==> src/hdl/http_request_tokenizer_assert.svh <==
// Assertion macros shared by the tokenizer RTL files.
// Expects clk and rst_n in the scope of each use; no other dependencies.
`ifndef HTTP_REQUEST_TOKENIZER_ASSERT_SVH
`define HTTP_REQUEST_TOKENIZER_ASSERT_SVH

`ifndef SYNTH
// Same-cycle check: cond must hold at every clock edge out of reset.
`define HRT_ASSERT(lbl, cond, msg) \
  lbl: assert property (@(posedge clk) disable iff (!rst_n) (cond)) else $error(msg);
// Next-cycle check: when ante holds, cons must hold on the next clock edge.
`define HRT_ASSERT_NEXT(lbl, ante, cons, msg) \
  lbl: assert property (@(posedge clk) disable iff (!rst_n) (ante) |=> (cons)) else $error(msg);
`else
`define HRT_ASSERT(lbl, cond, msg)
`define HRT_ASSERT_NEXT(lbl, ante, cons, msg)
`endif

`endif

==> src/hdl/hrt_pkg.sv <==
`timescale 1ns / 1ps
// Shared types and constants of the HTTP request tokenizer.
// No dependencies; imported by every other RTL file.
package hrt_pkg;

  localparam logic [7:0] CH_SP    = 8'h20;
  localparam logic [7:0] CH_CR    = 8'h0D;
  localparam logic [7:0] CH_LF    = 8'h0A;
  localparam logic [7:0] CH_COLON = 8'h3A;

  localparam int QUEUE_DEPTH = 2;

  typedef enum logic [2:0] {
    PH_METHOD  = 3'd0,
    PH_URI     = 3'd1,
    PH_VERSION = 3'd2,
    PH_HEADERS = 3'd3,
    PH_BODY    = 3'd4
  } phase_t;

  typedef enum logic [2:0] {
    KIND_METHOD  = 3'd0,
    KIND_URI     = 3'd1,
    KIND_VERSION = 3'd2,
    KIND_HNAME   = 3'd3,
    KIND_HVALUE  = 3'd4,
    KIND_BODY    = 3'd5,
    KIND_SEP     = 3'd6
  } kind_t;

  typedef struct packed {
    logic [7:0] data_byte;
    logic       end_of_request;
  } in_item_t;

  typedef struct packed {
    logic [7:0] out_byte;
    logic [2:0] byte_kind;
    logic       tok_start;
    logic       header_invalid;
    logic       headers_done;
    logic       request_done;
  } out_item_t;

  typedef struct packed {
    logic is_sp;
    logic is_cr;
    logic is_lf;
    logic is_colon;
  } byte_class_t;

  typedef struct packed {
    in_item_t    item;
    byte_class_t cls;
  } q_entry_t;

endpackage

==> src/hdl/hrt_front.sv <==
`timescale 1ns / 1ps
// Front stage: accepts input bytes and registers them with their delimiter class.
// Depends on hrt_pkg.
module hrt_front (
  input  logic              clk,
  input  logic              rst_n,
  input  logic              in_valid,
  output logic              in_ready,
  input  hrt_pkg::in_item_t in_data,
  output logic              f_valid,
  input  logic              f_ready,
  output hrt_pkg::q_entry_t f_data
);
  import hrt_pkg::*;

  logic        f_valid_r, f_valid_nxt;
  q_entry_t    f_data_r;
  byte_class_t cls;
  logic        take;

  always_comb begin
    cls.is_sp    = (in_data.data_byte == CH_SP);
    cls.is_cr    = (in_data.data_byte == CH_CR);
    cls.is_lf    = (in_data.data_byte == CH_LF);
    cls.is_colon = (in_data.data_byte == CH_COLON);
  end

  assign in_ready = !f_valid_r || f_ready;
  assign take     = in_valid && in_ready;

  always_comb begin
    if (take) begin
      f_valid_nxt = 1'b1;
    end else if (f_ready) begin
      f_valid_nxt = 1'b0;
    end else begin
      f_valid_nxt = f_valid_r;
    end
  end

  always_ff @(posedge clk) begin
    if (!rst_n) begin
      f_valid_r <= 1'b0;
    end else begin
      f_valid_r <= f_valid_nxt;
    end
  end

  always_ff @(posedge clk) begin
    if (take) begin
      f_data_r <= '{item: in_data, cls: cls};
    end
  end

  assign f_valid = f_valid_r;
  assign f_data  = f_data_r;

endmodule

==> src/hdl/hrt_fifo.sv <==
`timescale 1ns / 1ps
// Short queue between the front and back stages of the tokenizer.
// Depends on hrt_pkg and the assertion macro header.
`include "http_request_tokenizer_assert.svh"
module hrt_fifo #(
  parameter int DEPTH = hrt_pkg::QUEUE_DEPTH
) (
  input  logic              clk,
  input  logic              rst_n,
  input  logic              wr_valid,
  output logic              wr_ready,
  input  hrt_pkg::q_entry_t wr_data,
  output logic              rd_valid,
  input  logic              rd_ready,
  output hrt_pkg::q_entry_t rd_data
);
  import hrt_pkg::*;

  localparam int PW = (DEPTH > 1) ? $clog2(DEPTH) : 1;
  localparam int CW = $clog2(DEPTH + 1);

  q_entry_t        mem_r [DEPTH];
  logic [PW-1:0]   wr_ptr_r, wr_ptr_nxt;
  logic [PW-1:0]   rd_ptr_r, rd_ptr_nxt;
  logic [CW-1:0]   count_r, count_nxt;
  logic            push, pop;

  assign wr_ready = (count_r != CW'(DEPTH));
  assign rd_valid = (count_r != '0);
  assign push     = wr_valid && wr_ready;
  assign pop      = rd_valid && rd_ready;
  assign rd_data  = mem_r[rd_ptr_r];

  always_comb begin
    wr_ptr_nxt = wr_ptr_r;
    rd_ptr_nxt = rd_ptr_r;
    count_nxt  = count_r;
    if (push) begin
      wr_ptr_nxt = (wr_ptr_r == PW'(DEPTH - 1)) ? '0 : wr_ptr_r + PW'(1);
    end
    if (pop) begin
      rd_ptr_nxt = (rd_ptr_r == PW'(DEPTH - 1)) ? '0 : rd_ptr_r + PW'(1);
    end
    if (push && !pop) begin
      count_nxt = count_r + CW'(1);
    end else if (pop && !push) begin
      count_nxt = count_r - CW'(1);
    end
  end

  always_ff @(posedge clk) begin
    if (!rst_n) begin
      wr_ptr_r <= '0;
      rd_ptr_r <= '0;
      count_r  <= '0;
    end else begin
      wr_ptr_r <= wr_ptr_nxt;
      rd_ptr_r <= rd_ptr_nxt;
      count_r  <= count_nxt;
    end
  end

  always_ff @(posedge clk) begin
    if (push) begin
      mem_r[wr_ptr_r] <= wr_data;
    end
  end

  `HRT_ASSERT(a_count_bound, count_r <= CW'(DEPTH), "queue fill count beyond depth")
  `HRT_ASSERT_NEXT(a_push_lands, push && !pop, count_r == $past(count_r) + CW'(1),
                   "queue push lost")

endmodule

==> src/hdl/hrt_back.sv <==
`timescale 1ns / 1ps
// Back stage: tokenizer state machine and registered result output.
// Depends on hrt_pkg and the assertion macro header.
`include "http_request_tokenizer_assert.svh"
module hrt_back (
  input  logic               clk,
  input  logic               rst_n,
  input  logic               q_valid,
  output logic               q_ready,
  input  hrt_pkg::q_entry_t  q_data,
  output logic               out_valid,
  input  logic               out_ready,
  output hrt_pkg::out_item_t out_data
);
  import hrt_pkg::*;

  phase_t      phase_r, phase_nxt;
  logic        prev_cr_r, prev_cr_nxt;
  logic        line_r, line_nxt;
  logic        colon_r, colon_nxt;
  logic        tok_r, tok_nxt;
  logic        out_valid_r;
  out_item_t   out_data_r, res;
  byte_class_t cls;
  logic        take, pend, tok_eff;
  phase_t      ph_eff;
  kind_t       kind;
  logic        ts, inv, hd;

  assign cls     = q_data.cls;
  assign q_ready = !out_valid_r || out_ready;
  assign take    = q_valid && q_ready;

  // A CR in the request line not followed by LF splits when the next byte shows up.
  always_comb begin
    pend    = (phase_r == PH_METHOD || phase_r == PH_URI || phase_r == PH_VERSION) &&
              prev_cr_r && !cls.is_lf;
    ph_eff  = pend ? phase_t'(phase_r + 3'd1) : phase_r;
    tok_eff = pend ? 1'b0 : tok_r;
  end

  // Next state
  always_comb begin
    phase_nxt   = ph_eff;
    tok_nxt     = tok_eff;
    line_nxt    = line_r;
    colon_nxt   = colon_r;
    prev_cr_nxt = cls.is_cr;
    unique case (ph_eff)
      PH_METHOD, PH_URI, PH_VERSION: begin
        if (cls.is_cr) begin
          tok_nxt = 1'b0;
        end else if (cls.is_lf || cls.is_sp) begin
          phase_nxt = phase_t'(ph_eff + 3'd1);
          tok_nxt   = 1'b0;
        end else begin
          tok_nxt = 1'b1;
        end
      end
      PH_HEADERS: begin
        priority if (cls.is_cr) begin
          tok_nxt = 1'b0;
        end else if (cls.is_lf && prev_cr_r) begin
          if (!line_r) begin
            phase_nxt = PH_BODY;
          end
          line_nxt  = 1'b0;
          colon_nxt = 1'b0;
          tok_nxt   = 1'b0;
        end else if (!colon_r && cls.is_colon) begin
          colon_nxt = 1'b1;
          line_nxt  = 1'b1;
          tok_nxt   = 1'b0;
        end else if (!colon_r) begin
          tok_nxt  = 1'b1;
          line_nxt = 1'b1;
        end else if (cls.is_sp && !tok_eff) begin
          tok_nxt = tok_eff;
        end else begin
          tok_nxt = 1'b1;
        end
      end
      default: begin
        tok_nxt = 1'b1;
      end
    endcase
  end

  // Result fields
  always_comb begin
    kind = KIND_SEP;
    ts   = 1'b0;
    inv  = 1'b0;
    hd   = 1'b0;
    unique case (ph_eff)
      PH_METHOD, PH_URI, PH_VERSION: begin
        if (!(cls.is_cr || cls.is_lf || cls.is_sp)) begin
          kind = kind_t'(ph_eff);
          ts   = !tok_eff;
        end
      end
      PH_HEADERS: begin
        priority if (cls.is_cr) begin
          kind = KIND_SEP;
        end else if (cls.is_lf && prev_cr_r) begin
          inv = line_r && !colon_r;
          hd  = !line_r;
        end else if (!colon_r && cls.is_colon) begin
          kind = KIND_SEP;
        end else if (!colon_r) begin
          kind = KIND_HNAME;
          ts   = !tok_eff;
        end else if (cls.is_sp && !tok_eff) begin
          kind = KIND_SEP;
        end else begin
          kind = KIND_HVALUE;
          ts   = !tok_eff;
        end
      end
      default: begin
        kind = KIND_BODY;
        ts   = !tok_eff;
      end
    endcase
    res.out_byte       = q_data.item.data_byte;
    res.byte_kind      = kind;
    res.tok_start      = ts;
    res.header_invalid = inv;
    res.headers_done   = hd;
    res.request_done   = q_data.item.end_of_request;
  end

  always_ff @(posedge clk) begin
    if (!rst_n) begin
      phase_r     <= PH_METHOD;
      prev_cr_r   <= 1'b0;
      line_r      <= 1'b0;
      colon_r     <= 1'b0;
      tok_r       <= 1'b0;
      out_valid_r <= 1'b0;
    end else begin
      if (take) begin
        out_valid_r <= 1'b1;
      end else if (out_ready) begin
        out_valid_r <= 1'b0;
      end
      if (take) begin
        if (q_data.item.end_of_request) begin
          phase_r   <= PH_METHOD;
          prev_cr_r <= 1'b0;
          line_r    <= 1'b0;
          colon_r   <= 1'b0;
          tok_r     <= 1'b0;
        end else begin
          phase_r   <= phase_nxt;
          prev_cr_r <= prev_cr_nxt;
          line_r    <= line_nxt;
          colon_r   <= colon_nxt;
          tok_r     <= tok_nxt;
        end
      end
    end
  end

  always_ff @(posedge clk) begin
    if (take) begin
      out_data_r <= res;
    end
  end

  assign out_valid = out_valid_r;
  assign out_data  = out_data_r;

  `HRT_ASSERT_NEXT(a_eor_resets, take && q_data.item.end_of_request,
                   phase_r == PH_METHOD && !prev_cr_r && !tok_r && !line_r && !colon_r,
                   "state not cleared after end of request")
  `HRT_ASSERT(a_start_not_sep, !(out_valid_r && out_data_r.tok_start &&
              out_data_r.byte_kind == KIND_SEP), "token start on separator")
  `HRT_ASSERT(a_done_is_lf, !(out_valid_r && out_data_r.headers_done) ||
              (out_data_r.out_byte == CH_LF && !out_data_r.header_invalid),
              "headers done on wrong byte")
  `HRT_ASSERT_NEXT(a_body_after_done, take && hd && !q_data.item.end_of_request,
                   phase_r == PH_BODY, "body phase not entered after blank line")

endmodule

==> src/hdl/http_request_tokenizer.sv <==
`timescale 1ns / 1ps
// Top level of the HTTP request tokenizer: front stage, queue and back stage.
// Depends on hrt_pkg, hrt_front, hrt_fifo and hrt_back.
//
// Usage:
//   Input channel (in_valid / in_ready / in_data) carries one request byte per
//   transfer plus an end_of_request flag on the last byte of a request.
//   Output channel (out_valid / out_ready / out_data) returns exactly one
//   tagged byte per input transfer, in order: the byte, its kind (method,
//   URI, version, header name, header value, body, separator), token start,
//   header-invalid, headers-done and request-done flags.
//   Path: each input transfer passes the front register, the queue and the back
//   result register before out_valid rises. Throughput: one byte per cycle
//   while the receiver does not stall.
//   Reset (rst_n low, synchronous) empties all stages and puts the parser in
//   the method phase with no pending CR and no open token.
//   When the receiver stalls, the result register holds its transfer, the
//   queue fills, and in_ready drops only once front and queue are full.
module http_request_tokenizer #(
  parameter int QUEUE_DEPTH = hrt_pkg::QUEUE_DEPTH
) (
  input  logic               clk,
  input  logic               rst_n,
  input  logic               in_valid,
  output logic               in_ready,
  input  hrt_pkg::in_item_t  in_data,
  output logic               out_valid,
  input  logic               out_ready,
  output hrt_pkg::out_item_t out_data
);
  import hrt_pkg::*;

  // front -> queue
  logic     f_valid, f_ready;
  q_entry_t f_data;
  // queue -> back
  logic     q_valid, q_ready;
  q_entry_t q_data;

  // Front: registers the byte with its delimiter class (SP, CR, LF, colon).
  hrt_front u_front (
    .clk      (clk),
    .rst_n    (rst_n),
    .in_valid (in_valid),
    .in_ready (in_ready),
    .in_data  (in_data),
    .f_valid  (f_valid),
    .f_ready  (f_ready),
    .f_data   (f_data)
  );

  // Queue: decouples classification from the parser so each can stall alone.
  hrt_fifo #(
    .DEPTH (QUEUE_DEPTH)
  ) u_fifo (
    .clk      (clk),
    .rst_n    (rst_n),
    .wr_valid (f_valid),
    .wr_ready (f_ready),
    .wr_data  (f_data),
    .rd_valid (q_valid),
    .rd_ready (q_ready),
    .rd_data  (q_data)
  );

  // Back: phase state machine, tags each byte and drives the result register.
  // A transfer flagged end_of_request returns the parser to the method phase.
  hrt_back u_back (
    .clk       (clk),
    .rst_n     (rst_n),
    .q_valid   (q_valid),
    .q_ready   (q_ready),
    .q_data    (q_data),
    .out_valid (out_valid),
    .out_ready (out_ready),
    .out_data  (out_data)
  );

endmodule

==> config.mk <==
export PLATFORM = sky130hd
export DESIGN_NAME = http_request_tokenizer
export DESIGN_NICKNAME = d
export VERILOG_FILES = /design/src/hdl/hrt_pkg.sv /design/src/hdl/hrt_front.sv /design/src/hdl/hrt_fifo.sv /design/src/hdl/hrt_back.sv /design/src/hdl/http_request_tokenizer.sv
export VERILOG_INCLUDE_DIRS = /design/src /design/src/hdl
export SDC_FILE = /design/constraint.sdc
export NUM_CORES = 1
export LEC_CHECK = 0
export BUFFER_PORTS_ARGS = -buffer_cell sky130_fd_sc_hd__buf_4
export CORE_ASPECT_RATIO = 1.25
export CORE_MARGIN = 1
export CORE_UTILIZATION = 30
export DETAILED_ROUTE_END_ITERATION = 12
export SLEW_MARGIN = 20
export SYNTH_ARGS = -nofsm -noshare
export SYNTH_HDL_FRONTEND = slang
export SYNTH_HIERARCHICAL = 1
export SYNTH_SLANG_ARGS = --single-unit
==> constraint.sdc <==
create_clock -name clk -period 6 [get_ports clk]
set_input_delay 0.6 -clock clk [delete_from_list [all_inputs] [get_ports clk]]
set_output_delay 0.6 -clock clk [all_outputs]
set_load 0.02 [all_outputs]
==> impl_results.md, run 1 <==
- Crit end category: register
- Final setup margin: 2430 ps
- Sequential cell area: 1900 sq um
- Area taken by multi-input logic gates: 950 sq um
- Residual DRC: 0
- Clock Tree Root: clkbuf_16
- Final Hold Viols: 0
- RSZ-0062 raised after global routing: no
- Clk Latency, worst-skew pair: 320 ps
- Leak: 1.26 nW
- Clock Sinks: 68
- Post-DP HPWL: 3240 um
- Clock Skews: 3.80 ps
- Syn_area_per_cell: 14.3 sq um
- Die area: 10,100 sq um
- IR drop worst, VDD: 0.000169 V
- Status: complete, no violations
- Worst hold endpoint: u_fifo/mem_r[1][10]
- Placer Congestion: 0.828
- Port bufs: 29
- Initial core utilization: 31.4%
- Maximum capacitance violations: 0
- Post-synth cell types: 49
- Worst min path class: reg2reg
- WL final: 4660 um
- Total CTS buffers: 9
- Total GRT Usage: 10.1%
- Setup crit start kind: register
- Die Y: 112 um
- TritonCTS clock tree: yes
- Antenna viol nets, final: 0
- Yosys warns: 6
- Worst r2r path cells: 11
- Final nets: 264
- Hold Startpoint: u_front/f_data[10]
- Die Wd: 90.1 um
- Clk pin slew, worst setup/hold paths: 60 ps
- Share of layout cells above drive strength 1: 27.6%
- Fin crit share: 59.5%
- Worst-Margin Slew: 680 ps
- WL/cell: 12.6 um
- First-pass GRT wire length: 7870 um
- WP data arrival: 3790 ps
- Final slew viol count: 0
- Largest net degree at the start of global routing: 18
- Vias in the first global route: 1,707
- Final setup vio count: 0
- P per Cell Area: 439 nW/um^2
- Depth of the CTS H-tree: 3
- Hold depth: 0
- Dpl ws: 2440 ps
- Register area share after synthesis: 65.4%
- Critical-path maximum fanout: 13
- Reg2reg end: u_back/phase_r[2]
- Worst EP required: 6220 ps
- Clk buf depth: 2
- IO Count: 30
- GR Overflow Total: 0
- Post-CTS Hold Fix Bufs: 0
- # Post-CTS Setup Buffers: 0
- Diode count: 0
- Layout Utilization: 38.3%
- First-pass DRT Iterations: 4
- Starting DRC count in detailed routing: 73
- Setup TNS: 0 ps
- Seq cells post-synth: 68
- Num rows: 39
- Fill cells: 888
- Tightest slew margin relative to the limit: 54.6%
- Cell Area, Synth: 2910 sq um
- Initial antenna violation count: 0
- F_max: 0.280 GHz
- Reg2reg setup slack: 2430 ps
- Vias per cell: 4.56
- Post-CTS Resized: 0
- Core ar.: 9270 sq um
- Layout area overhead: 22.0%
- Net Count, Synth: 226
- Min Tclk post-route: 3570 ps
- Gate Count Post-Synth: 203
- Setup CP Type: reg2reg
- Via count: 1,681
## layout make-up
class                           count  area share, %
Clock buffer                        9           6.35
Inverter                           11           1.16
Tap cell                          123           4.34
Clock inverter                      7           1.66
Timing Repair Buffer               29           6.14
Sequential cell                    68           53.6
Multi-Input combinational cell    122           26.8
## worst max-delay path, stage by stage, from the launching register on
cell	delay, ps
dfxtp_1	670
mux2_2	460
nand2b_1	200
nor3_4	300
xnor2_1	280
inv_1	120
ha_1	210
nor3_1	460
nor3_1	110
a2111oi_0	390
o31ai_1	100
and2_1	160
## cell families (layout without fill, tap and decap cells)
logic type,after synthesis,count (layout),synth area share (%)
flops,68,68,65.4
mux,15,15,5.76
xor+xnor,5,5,1.51
fa+ha+maj,10,10,4.30
simple gates,60,60,13.0
compound gates,32,32,8.04
buf+inv,13,56,1.98
## placed cells by master (no fill, tap or decap), drive strengths merged, types with 2 or more instances in the layout
cell	n
edfxtp	54
buf	29
mux2	14
dfxtp	14
inv	14
ha	10
clkbuf	9
nor2	8
and2	7
nor3	7
o21ai	7
nand2	6
nand3	6
a21oi	5
nand2b	5
xnor2	4
nor2b	4
a21boi	4
nor3b	3
nor4	3
clkinvlp	2
clkinv	2
o211ai	2
o21bai	2
o31ai	2
nand3b	2
and3	2
or3	2
or4	2
## power breakdown
part | internal [mW] | leakage (nW) | switching (mW)
clock | 0.285 | 0.133 | 0.198
sequential | 0.618 | 0.625 | 0.0477
combinational | 0.177 | 0.501 | 0.231
## sequential cells by signal (all words and copies together), names as in the netlist, named ones only
signal / count
u_back/out_data: 15
u_back/phase_r: 3
u_back/line_r: 1
u_back/prev_cr_r: 1
u_back/colon_r: 1
u_fifo/rd_ptr_r: 1
u_fifo/mem_r: 26
u_back/tok_r: 1
u_front/f_data: 13
u_fifo/count_r: 2
u_fifo/wr_ptr_r: 1
u_back/out_valid: 1
u_front/f_valid: 1
## cell usage after synthesis (all sizes together)
cell type / n / area, sq um
o21bai: 2 / 15.0
dfxtp: 14 / 280
edfxtp: 54 / 1620
o31ai: 2 / 15.0
or2: 1 / 6.26
ha: 10 / 125
a21oi: 5 / 25.0
and4b: 1 / 10.0
nand3: 6 / 30.0
nor4: 3 / 31.3
xor2: 1 / 8.76
o21ai: 7 / 35.0
mux2: 14 / 158
a311oi: 1 / 26.3
and2: 7 / 43.8
a22oi: 1 / 7.51
or3: 2 / 17.5
and4: 1 / 8.76
o22ai: 1 / 6.26
nor2b: 4 / 25.0
a31oi: 1 / 6.26
nor3b: 3 / 22.5
nand2b: 5 / 38.8
a2111oi: 1 / 8.76
a2bb2oi: 1 / 8.76
o21a: 1 / 7.51
a211oi: 1 / 7.51
nor2: 8 / 30.0
mux2i: 1 / 10.0
buf: 2 / 16.3
nand2: 6 / 22.5
a21boi: 4 / 30.0
or4: 2 / 18.8
nand3b: 2 / 15.0
and3: 2 / 12.5
xnor2: 4 / 35.0
a32o: 1 / 10.0
inv: 11 / 41.3
nor3: 7 / 46.3
a21bo: 1 / 10.0
o211ai: 2 / 15.0
## how the worst max path moves through the flow
stage                        end  slack, ps  cells after the start  startpoint
6_report       u_back/phase_r[2]       2430                     11    register
5_1_grt        u_back/phase_r[2]       2120                     11    register
4_1_cts        u_back/phase_r[2]       2410                     11    register
3_5_place_dp   u_back/phase_r[2]       2440                     11    register
3_3_place_gp   u_back/phase_r[2]       2560                     10    register
2_1_floorplan  u_back/phase_r[2]       2870                     11    register
## through the flow
| step | power (mW) | cell area, sq um | hold slack (ps) | instances |
|---|---|---|---|---|
| after floorplan | 0.966 | 2910 | 421 | 203 |
| after global placement | 1.08 | 3260 | 427 | 353 |
| after detailed placement | 1.09 | 3260 | 430 | 353 |
| after CTS | 1.58 | 3550 | 441 | 369 |
| after global routing | 1.64 | 3550 | 441 | 369 |
| final | 1.56 | 3550 | 443 | 369 |
## metal layers
metal | share of wire, % | wire, um | vias to the layer above | global-route usage, %
met5 | 0 | 0 | - | 0
met4 | 1.8 | 85 | 0 | 6.24
met3 | 3.4 | 156 | 7 | 3.12
met2 | 49 | 2290 | 36 | 16.3
met1 | 46 | 2120 | 794 | 11.8
li1 | - | - | 844 | -
(Power assumes the default switching activity.)
==> inputs of run 2 (changes only) <==
--- a/config.mk
+++ b/config.mk
@@ -6,6 +6,7 @@
 export SDC_FILE = /design/constraint.sdc
 export NUM_CORES = 1
 export LEC_CHECK = 0
+export ABC_AREA = 1
 export BUFFER_PORTS_ARGS = -buffer_cell sky130_fd_sc_hd__buf_4
 export CORE_ASPECT_RATIO = 1.25
 export CORE_MARGIN = 1
==> constraint.sdc (replaced) <==
create_clock -name clk -period 3.45 [get_ports clk]
set_input_delay 0.345 -clock clk [delete_from_list [all_inputs] [get_ports clk]]
set_output_delay 0.345 -clock clk [all_outputs]
set_load 0.02 [all_outputs]
==> impl_results.md, run 2 <==
- Status: complete, no violations
- Final slew viol count: 0 (unchanged)
- Top Usage Layer GRT: met2
- Hold depth: 1 (+1)
- Biggest register: u_fifo/mem_r
- Maximum capacitance violations: 0 (unchanged)
- Residual DRC: 0 (unchanged)
- First-pass GRT wire length: 8020 um (+1.9%)
- WL final: 4680 um (+0.60%)
- Core ar.: 9660 sq um (+4.2%)
- Hold WS: 202 ps (-241 ps)
- Largest register FFs: 26 (unchanged)
- Initial antenna violation count: 0 (unchanged)
- Dpl ws: 802 ps (-1640 ps)
- Final nets: 329 (+25%)
- Gate Count Post-Synth: 266 (+31%)
- Post-synth cell types: 27 (-45%)
- GR Overflow Total: 0 (unchanged)
- RSZ-0062 raised after global routing: no
- Syn_area_per_cell: 11.3 sq um (-21%)
- Worst r2r path cells: 17 (+6)
- Placed cell count: 421 (+19%)
- Total CTS buffers: 9 (unchanged)
- IO Count: 30 (unchanged)
- Internal power: 2.11 mW (+95%)
- Leading cell types in the layout, fill and taps excluded: nand2_1 (55), edfxtp_1 (54), inv_1 (38)
- Final Hold Viols: 0 (unchanged)
- Starting DRC count in detailed routing: 71 (-2.7%)
- Clock share of power: 31.5% (+0.5 points)
- F_max: 0.374 GHz (+34%)
- Register area share after synthesis: 63.4% (-1.9 points)
- Yosys top cell by area: edfxtp_1
- Via count: 1,873 (+11%)
- Placer Congestion: 0.829 (+0.13%)
- Crit end category: register
- Reg2reg end: u_back/phase_r[0]
- Hold Startpoint: in_data[0]
- NetSw: 0.946 mW (+98%)
- Leading cell type in the layout, fill and taps excluded: nand2_1
- Post-CTS Resized: 0 (unchanged)
- Clock Sinks: 68 (unchanged)
- Share of layout cells above drive strength 1: 25.7% (-1.9 points)
- Most used DFF post-synth: edfxtp_1
- Synth cell count leaders: nand2_1 (55), edfxtp_1 (54), inv_1 (38)
- Asr flop ratio synth: 0% (unchanged)
- Logic pwr share: 29.9% (+3.7 points)
- Post-CTS Hold Fix Bufs: 0 (unchanged)
- Fin cells: 437 (+18%)
- Cell Area, Synth: 3000 sq um (+3.1%)
- Layout area overhead: 23.4%
- IR drop worst, VDD: 0.000279 V (+65%)
- Met3 usage: 3.60% (+0.48 points)
- Antenna viol nets, final: 0 (unchanged)
- Cell area after layout: 3700 sq um (+4.3%)
- Post-DP HPWL: 3440 um (+6.0%)
- Net Count, Synth: 289 (+28%)
- Worst EP required: 3710 ps (-2510 ps)
- Vias in the first global route: 1,853 (+8.6%)
- Setup CP Type: reg2reg
- Depth of the CTS H-tree: 3 (unchanged)
- Flop pwr share: 38.6% (-4.2 points)
- Met2 GRT Util: 17.0% (+0.76 points)
- Critical-path maximum fanout: 13 (unchanged)
- Placed Area: 3370 sq um (+3.2%)
- Largest cells by area after synthesis: edfxtp_1 (54%), dfxtp_1 (9.3%), nand2_1 (6.9%)
- Worst hold endpoint: u_front/f_data[4]
- Die area: 10,400 sq um (+3.0%)
- Vias per cell: 4.29 (-5.9%)
- Clk Latency, worst-skew pair: 320 ps (about the same)
- Clk buf depth: 2 (unchanged)
- Setup TNS: 0 ps (unchanged)
- Worst min path class: in2reg
- Port bufs: 29 (unchanged)
- Fin crit share: 77.5% (+18 points)
- Tightest slew margin relative to the limit: 28.2% (-26 points)
- Final setup margin: 775 ps (-1650 ps)
- P per Cell Area: 826 nW/um^2 (+88%)
- Seq cells post-synth: 68 (unchanged)
- Post-synth top area share: 54.1% (-1.7 points)
- Final setup vio count: 0 (unchanged)
- Die Y: 114 um (+1.5%)
- Clock Skews: 5.40 ps (+1.60 ps)
- Num rows: 40 (+2.6%)
- First-pass DRT Iterations: 4 (unchanged)
- Largest net degree at the start of global routing: 16 (-2)
- Post-synth EDFFs: 54 (unchanged)
- # Post-CTS Setup Buffers: 0 (unchanged)
- Layout Utilization: 38.3% (about the same)
- Die Wd: 91.4 um (+1.5%)
- Total GRT Usage: 10.0% (-0.086 points)
- WP data arrival: 2930 ps (-860 ps)
- Leak: 1.52 nW (+21%)
- Reg2reg setup slack: 780 ps (-1650 ps)
- Worst-Margin Slew: 1070 ps (+393 ps)
- Min Tclk post-route: 2670 ps (-897 ps)
- Yosys warns: 6 (unchanged)
- Net Sw Frac: 31.0% (+0.34 points)
- Setup crit start kind: register
- Clk pin slew, worst setup/hold paths: 60 ps (about the same)
- TritonCTS clock tree: yes
- Initial core utilization: 31.0% (-0.34 points)
- Clock Tree Root: clkbuf_16
- Total power: 3.05 mW (+96%)
- Grt met1 use: 10.5% (-1.3 points)
- Diode count: 0 (unchanged)
- WL/cell: 10.7 um (-15%)
- Most common cell in the netlist: nand2_1
[run 2: critical path: stages (launching register included)]
cell and delay [ps]:
dfxtp_1 310, buf_4 240, mux2_4 360, nor2_4 160, nand2_2 80, nand2_1 120
nand2_2 100, ha_1 210, ha_1 230, inv_1 110, nor2_1 60, inv_1 90
nor2_1 50, nand2_1 160, nand3_1 110, nand2_1 70, nand2_1 40, a21oi_1 120
[run 2: cells by family after synthesis]
family,share of synthesized area [%]
AO/OA/AOI/OAI,3.88
flip-flops,63.4
buffers and inverters,5.51
adder cells (fa/ha/maj),4.17
multiplexers,6.14
AND/OR/NAND/NOR,16.9
[run 2: power groups by stage]
stage | Clock [mW] | Combinational, mW | Sequential, mW
2_1_floorplan | 0 | 0.528 | 1.31
3_3_place_gp | 0 | 0.911 | 1.19
3_5_place_dp | 0 | 0.917 | 1.20
4_1_cts | 0.986 | 0.923 | 1.18
5_1_grt | 1.01 | 1.02 | 1.20
6_report | 0.961 | 0.914 | 1.18
[run 2: cell type report]
type	instances	area (sq um)
multi-input combinational	156	937
inverter	41	154
clock inverter	7	98.8
timing repair buffer	30	225
fill	917	5960
tap	126	158
clock buffer	9	225
sequential	68	1900
[run 2: worst max path at each step]
stage | start | end | slack, ps
4_1_cts | register | u_back/phase_r[0] | 780
3_3_place_gp | register | u_back/out_data[3] | 890
6_report | register | u_back/phase_r[0] | 780
2_1_floorplan | register | u_back/out_data[3] | 1000
5_1_grt | register | u_back/phase_r[0] | 480
3_5_place_dp | register | u_back/phase_r[1] | 800
[run 2: metal layers]
metal,vias to the layer above,wire (um)
li1,966,-
met1,851,2010
met2,44,2340
met3,12,180
met4,0,147
met5,-,0
